`src/rtl/tot_pkg.sv`:
```
// Shared constants, types and index tables for the triangle overlap test pipeline.
`default_nettype none

package tot_pkg;

  localparam int COORD_WIDTH_DEF = 16;

  localparam int NUM_PTS   = 6;
  localparam int NUM_DIFF  = 14;
  localparam int NUM_CROSS = 41;
  localparam int NUM_TEST  = 15;

  typedef enum logic {
    TEST_INSIDE,
    TEST_SEGMENT
  } test_kind_t;

  // Edge vectors are point[DIFF_HEAD] - point[DIFF_TAIL], points a..f as 0..5.
  localparam int DIFF_HEAD [NUM_DIFF] = '{2, 1, 3, 4, 5, 5, 4, 0, 1, 2, 2, 5, 0, 1};
  localparam int DIFF_TAIL [NUM_DIFF] = '{0, 0, 0, 0, 0, 3, 3, 3, 3, 3, 1, 4, 4, 4};

  // Cross products are diff[CROSS_LHS] x diff[CROSS_RHS].
  localparam int CROSS_LHS [NUM_CROSS] = '{
    1, 2, 1, 3, 1, 4, 1, 6, 7, 6, 8, 6, 9, 6,
    1, 6, 1, 1, 5, 1, 1, 11, 1,
    0, 6, 0, 0, 5, 0, 0, 11, 0,
    10, 6, 10, 10, 5, 10, 10, 11, 10
  };
  localparam int CROSS_RHS [NUM_CROSS] = '{
    0, 0, 2, 0, 3, 0, 4, 5, 5, 7, 5, 8, 5, 9,
    6, 7, 7, 5, 7, 7, 11, 12, 12,
    6, 7, 7, 5, 7, 7, 11, 12, 12,
    6, 8, 8, 5, 8, 8, 11, 13, 13
  };

  // Each test looks at the cross products s, u and v given here.
  localparam int TEST_S [NUM_TEST] = '{0, 0, 0, 7, 7, 7, 14, 17, 20, 23, 26, 29, 32, 35, 38};
  localparam int TEST_U [NUM_TEST] = '{1, 3, 5, 8, 10, 12, 15, 18, 21, 24, 27, 30, 33, 36, 39};
  localparam int TEST_V [NUM_TEST] = '{2, 4, 6, 9, 11, 13, 16, 19, 22, 25, 28, 31, 34, 37, 40};

  localparam test_kind_t TEST_KIND [NUM_TEST] = '{
    TEST_INSIDE, TEST_INSIDE, TEST_INSIDE, TEST_INSIDE, TEST_INSIDE, TEST_INSIDE,
    TEST_SEGMENT, TEST_SEGMENT, TEST_SEGMENT, TEST_SEGMENT, TEST_SEGMENT,
    TEST_SEGMENT, TEST_SEGMENT, TEST_SEGMENT, TEST_SEGMENT
  };

endpackage

`default_nettype wire

```
`src/rtl/tot_judge.sv`:
```
// Fourth pipeline stage: sign-aware range checks for the point and edge tests.
`default_nettype none

module tot_judge #(
  parameter int COORD_WIDTH = tot_pkg::COORD_WIDTH_DEF
) (
  input  logic                            clk,
  input  logic                            rst_n,
  input  logic                            in_valid,
  output logic                            in_ready,
  input  logic signed [2*COORD_WIDTH+2:0] xprod [tot_pkg::NUM_CROSS],
  output logic                            out_valid,
  input  logic                            out_ready,
  output logic [tot_pkg::NUM_TEST-1:0]    hits
);
  import tot_pkg::*;

  localparam int CW = 2 * (COORD_WIDTH + 1) + 1;
  localparam int SW = CW + 1;

  logic                valid_r;
  logic [NUM_TEST-1:0] hits_r;
  logic [NUM_TEST-1:0] hits_nxt;

  assign in_ready = !valid_r || out_ready;

  for (genvar t = 0; t < NUM_TEST; t++) begin : g_test
    logic signed [CW-1:0] s_val;
    logic signed [CW-1:0] u_val;
    logic signed [CW-1:0] v_val;
    logic                 s_neg;
    logic                 u_pos;
    logic                 u_npos;
    logic                 v_pos;
    logic                 v_npos;

    assign s_val  = xprod[TEST_S[t]];
    assign u_val  = xprod[TEST_U[t]];
    assign v_val  = xprod[TEST_V[t]];
    assign s_neg  = s_val[CW-1];
    assign u_pos  = !u_val[CW-1];
    assign v_pos  = !v_val[CW-1];
    assign u_npos = u_val[CW-1] || (u_val == CW'(0));
    assign v_npos = v_val[CW-1] || (v_val == CW'(0));

    if (TEST_KIND[t] == TEST_INSIDE) begin : g_inside
      logic signed [SW-1:0] uv_sum;
      assign uv_sum = SW'(u_val) + SW'(v_val);
      assign hits_nxt[t] = s_neg ? (u_npos && v_npos && (uv_sum >= SW'(s_val)))
                                 : (u_pos && v_pos && (uv_sum <= SW'(s_val)));
    end else begin : g_segment
      assign hits_nxt[t] = s_neg ? (u_npos && (u_val >= s_val) && v_npos && (v_val >= s_val))
                                 : (u_pos && (u_val <= s_val) && v_pos && (v_val <= s_val));
    end
  end

  always_ff @(posedge clk) begin
    if (!rst_n) begin
      valid_r <= 1'b0;
    end else if (in_ready) begin
      valid_r <= in_valid;
    end
  end

  always_ff @(posedge clk) begin
    if (in_ready) begin
      hits_r <= hits_nxt;
    end
  end

  assign out_valid = valid_r;
  assign hits      = hits_r;

endmodule

`default_nettype wire
```
`config.mk`:
```
export PLATFORM = sky130hd
export DESIGN_NAME = tot_judge
export DESIGN_NICKNAME = d
export VERILOG_FILES = /design/src/rtl/tot_pkg.sv /design/src/rtl/tot_judge.sv
export SDC_FILE = /design/constraint.sdc
export NUM_CORES = 2
export LEC_CHECK = 0
export BUFFER_PORTS_ARGS = -buffer_cell sky130_fd_sc_hd__clkbuf_2
export CAP_MARGIN = 10
export CORE_AREA = 2 2 571 573
export DETAILED_ROUTE_END_ITERATION = 10
export DIE_AREA = 0 0 573 575
export PLACE_DENSITY = 0.3
export SLEW_MARGIN = 15
export SYNTH_ARGS = -nofsm -noshare
export SYNTH_HDL_FRONTEND = slang
export SYNTH_SLANG_ARGS = --single-unit
export TNS_END_PERCENT = 10
```
`constraint.sdc`:
```
create_clock -name clk -period 8.1 [get_ports clk]
set_clock_uncertainty 0.2 [all_clocks]
set_input_delay 2.43 -clock clk [delete_from_list [all_inputs] [get_ports clk]]
set_output_delay 2.43 -clock clk [all_outputs]
set_load 0.02 [all_outputs]
```
==> results.ini <==
[worst_setup_path]
critPathRequiredTime_ns=8.05
critical_path_class=input pin to register
crit_fanout=2
reg2reg_from=out_valid
reg2regPathDepth=3
critPathLaunchType=input pin
r2r_slack_ns=6.10
crit_arrival_ns=7.11
r2r_end=out_valid
crit_path_end_kind=register

[placement]
pre_cts_ws_ns=0.500
globalplace.congestion=0.948
place_hpwl_um=252000
placed_area_um2=46200
place_inst=10167
port_buffers=1455

[power_and_ir_drop]
p_per_area_nw_per_um2=74.2
p_total_mw=3.45
leakage_nw=24.6
ir_drop_v=0.000112

[sta]
fmax_mhz=140
min_period_over_period=0.884
timing.setup.tns_ns=0
rsz0062_at_grt=no
holdWs_ns=0.802
maxSlewViolCount=0
setup_slack_ns=0.940
setup_viol=0
maxSlewHeadroom=0.190
worstMarginPinSlew_ns=1.20
hold_viol=0
period_needed_ns=7.16

[floorplan]
io_pins=1456
dieHeight_um=575
die_area_um2=329000
row_count=209
core-area_um2=323000
start_util=0.103
die_x_um=573

[clock_network]
cts.clk_slew.worst_paths_ns=0.18
clk_latency_ns=0.38
numCtsBuffers=3
cts-root-buf=clkbuf_16
htreeDepth=1
cts_tree=built
holdBufCountCts=0
cts.path.max_buffers=2
clock_sinks=16
cts_resized=0
postCtsSetupBuffers=0

[finish]
layout.nets=8354
area.growth.synth_to_final_pct=39.7
finalNonFillerCells=10246
design_area_um2=46500
nFillCells=37603
drive_gt1_frac=0.261
final_util=0.144

[global_route]
grt_pass1_wl_um=353000
grt_util_met3=0.0326
grt_pass1_vias=42823
grt_max_degree=11
gr-total-overflow=0
grt_util_met2=0.288
antenna_found_initial=137
grt_use_met1=0.169
grt-busiest-layer=met2
grt_usage=0.154

[synthesis]
synth_enable_flop_cells=15
synth_cell_types=83
yosysTopAreaCellShare=0.399
syn_inst=4370
ys_top_cells_by_count=ha_1 (1062), inv_1 (501), a21o_1 (422), a21oi_1 (355), nor4_1 (260)
yosysWarningCount=0
yosysMostFrequentCell=ha_1
ys_seq_area_frac=0.0141
syn-cell-area_um2=33300
yosys.area.top_type=ha_1
synthArstFlopShare=0
synth.area.top_cells=ha_1 (40%), a21o_1 (9.5%), inv_1 (5.6%)
synth_nets=6877
synth_seq_cells=16
postSynthAreaPerCell_um2=7.62
ys.flop_type=edfxtp_1

[route]
drt-initial-drc-count=1865
via_per_inst=3.99
vias=40930
drtPass1Iterations=6
drcViolationCount=0
wl_per_cell_um=25.9
totalWireLength_um=265000
ant_nets=0

[hold_path]
holdPathStages=1
hold_start=out_valid
hp-class=register to register
holdPathEnd=hits[14]

[run_status]
status=finished clean

[flow_run]
cap_violations=0

[cell usage in the layout, fill, tap and decap left out, drive strengths merged, types with 9 or more instances in the layout]
cell type and instances:
a21boi 12, nand2b 49, edfxtp 15, or2 10
buf 26, and2 10, nor2 215, o31ai 18
o221ai 19, a21o 422, o2111ai 9, diode 75
o31a 9, nand4 227, nand3 55, o21bai 29
or4 32, inv 501, mux2i 11, nor4 260
o21ai 215, a22oi 10, or3 10, nor3 50
o211ai 26, o21a 68, clkbuf 1459, a211oi 31
and3 41, a31oi 27, a221oi 14, ha 1062
and4 43, a21oi 355, xor2 50, xnor2 124
nor2b 94, a211o 9, nand2 132
[flip-flops by register name, summed over array words and instances, names as in the netlist]
signal	count
out_valid	1
hits	15
[cell families (layout without fill, tap and decap cells)]
group	Yosys count	after routing	synth area share
compound gates	1347	1347	0.267
flops	16	16	0.0141
simple gates	1240	1240	0.208
xor+xnor	174	174	0.0458
mux	14	14	0.00432
buf+inv	511	1987	0.0576
fa+ha+maj	1068	1068	0.403
other cells	0	75	0
[worst max path at each step]
stage | start | end | slack (ns) | cells past startpoint
final | xprod[1260] | hits[1] | 0.94 | 27
after global routing | xprod[1260] | hits[1] | 0.42 | 27
after CTS | xprod[1260] | hits[1] | 0.96 | 27
after detailed placement | xprod[1260] | hits[1] | 0.50 | 27
after global placement | xprod[1260] | hits[1] | 0.26 | 27
after floorplan | xprod[953] | hits[5] | 1.21 | 22
[layer usage]
metal	vias up	wire length, µm
met5	-	549
met3	277	15300
met1	19340	103000
met4	86	9290
li1	19883	-
met2	1344	137000
[power breakdown]
group	leakage, nW	switching, mW	internal (mW)
sequential	0.181	0.00664	0.0978
combinational	24.4	1.82	1.31
clock	0.0446	0.139	0.0781
total	24.6	1.97	1.48
[layout make-up]
| cell class | instances | area (µm²) | area share |
|---|---|---|---|
| Multi-Input combinational cell | 3843 | 31000 | 0.666 |
| Antenna cell | 75 | 188 | 0.00404 |
| Tap cell | 4325 | 5410 | 0.116 |
| Clock buffer | 4 | 88.8 | 0.00191 |
| Sequential cell | 16 | 470 | 0.0101 |
| Inverter | 502 | 1880 | 0.0405 |
| Timing Repair Buffer | 1481 | 7510 | 0.162 |
[critical path: stages]
cell	delay (ns)
clkbuf_2	0.09
ha_1	0.22
inv_1	0.07
fa_1	0.21
buf_12	0.14
nor2b_1	0.06
o31ai_1	0.31
a21oi_1	0.16
o21ai_1	0.17
nor2b_1	0.16
o21ai_1	0.10
a21o_1	0.21
a311o_1	0.35
a21oi_1	0.17
xnor2_1	0.11
ha_1	0.19
a21o_1	0.18
a21o_1	0.17
a21oi_1	0.14
o21ai_1	0.10
a21oi_1	0.17
nand2_1	0.07
a2111oi_0	0.44
buf_4	0.19
mux2i_1	0.22
mux2i_1	0.20
a21oi_1	0.05
(Power assumes the default switching activity.)
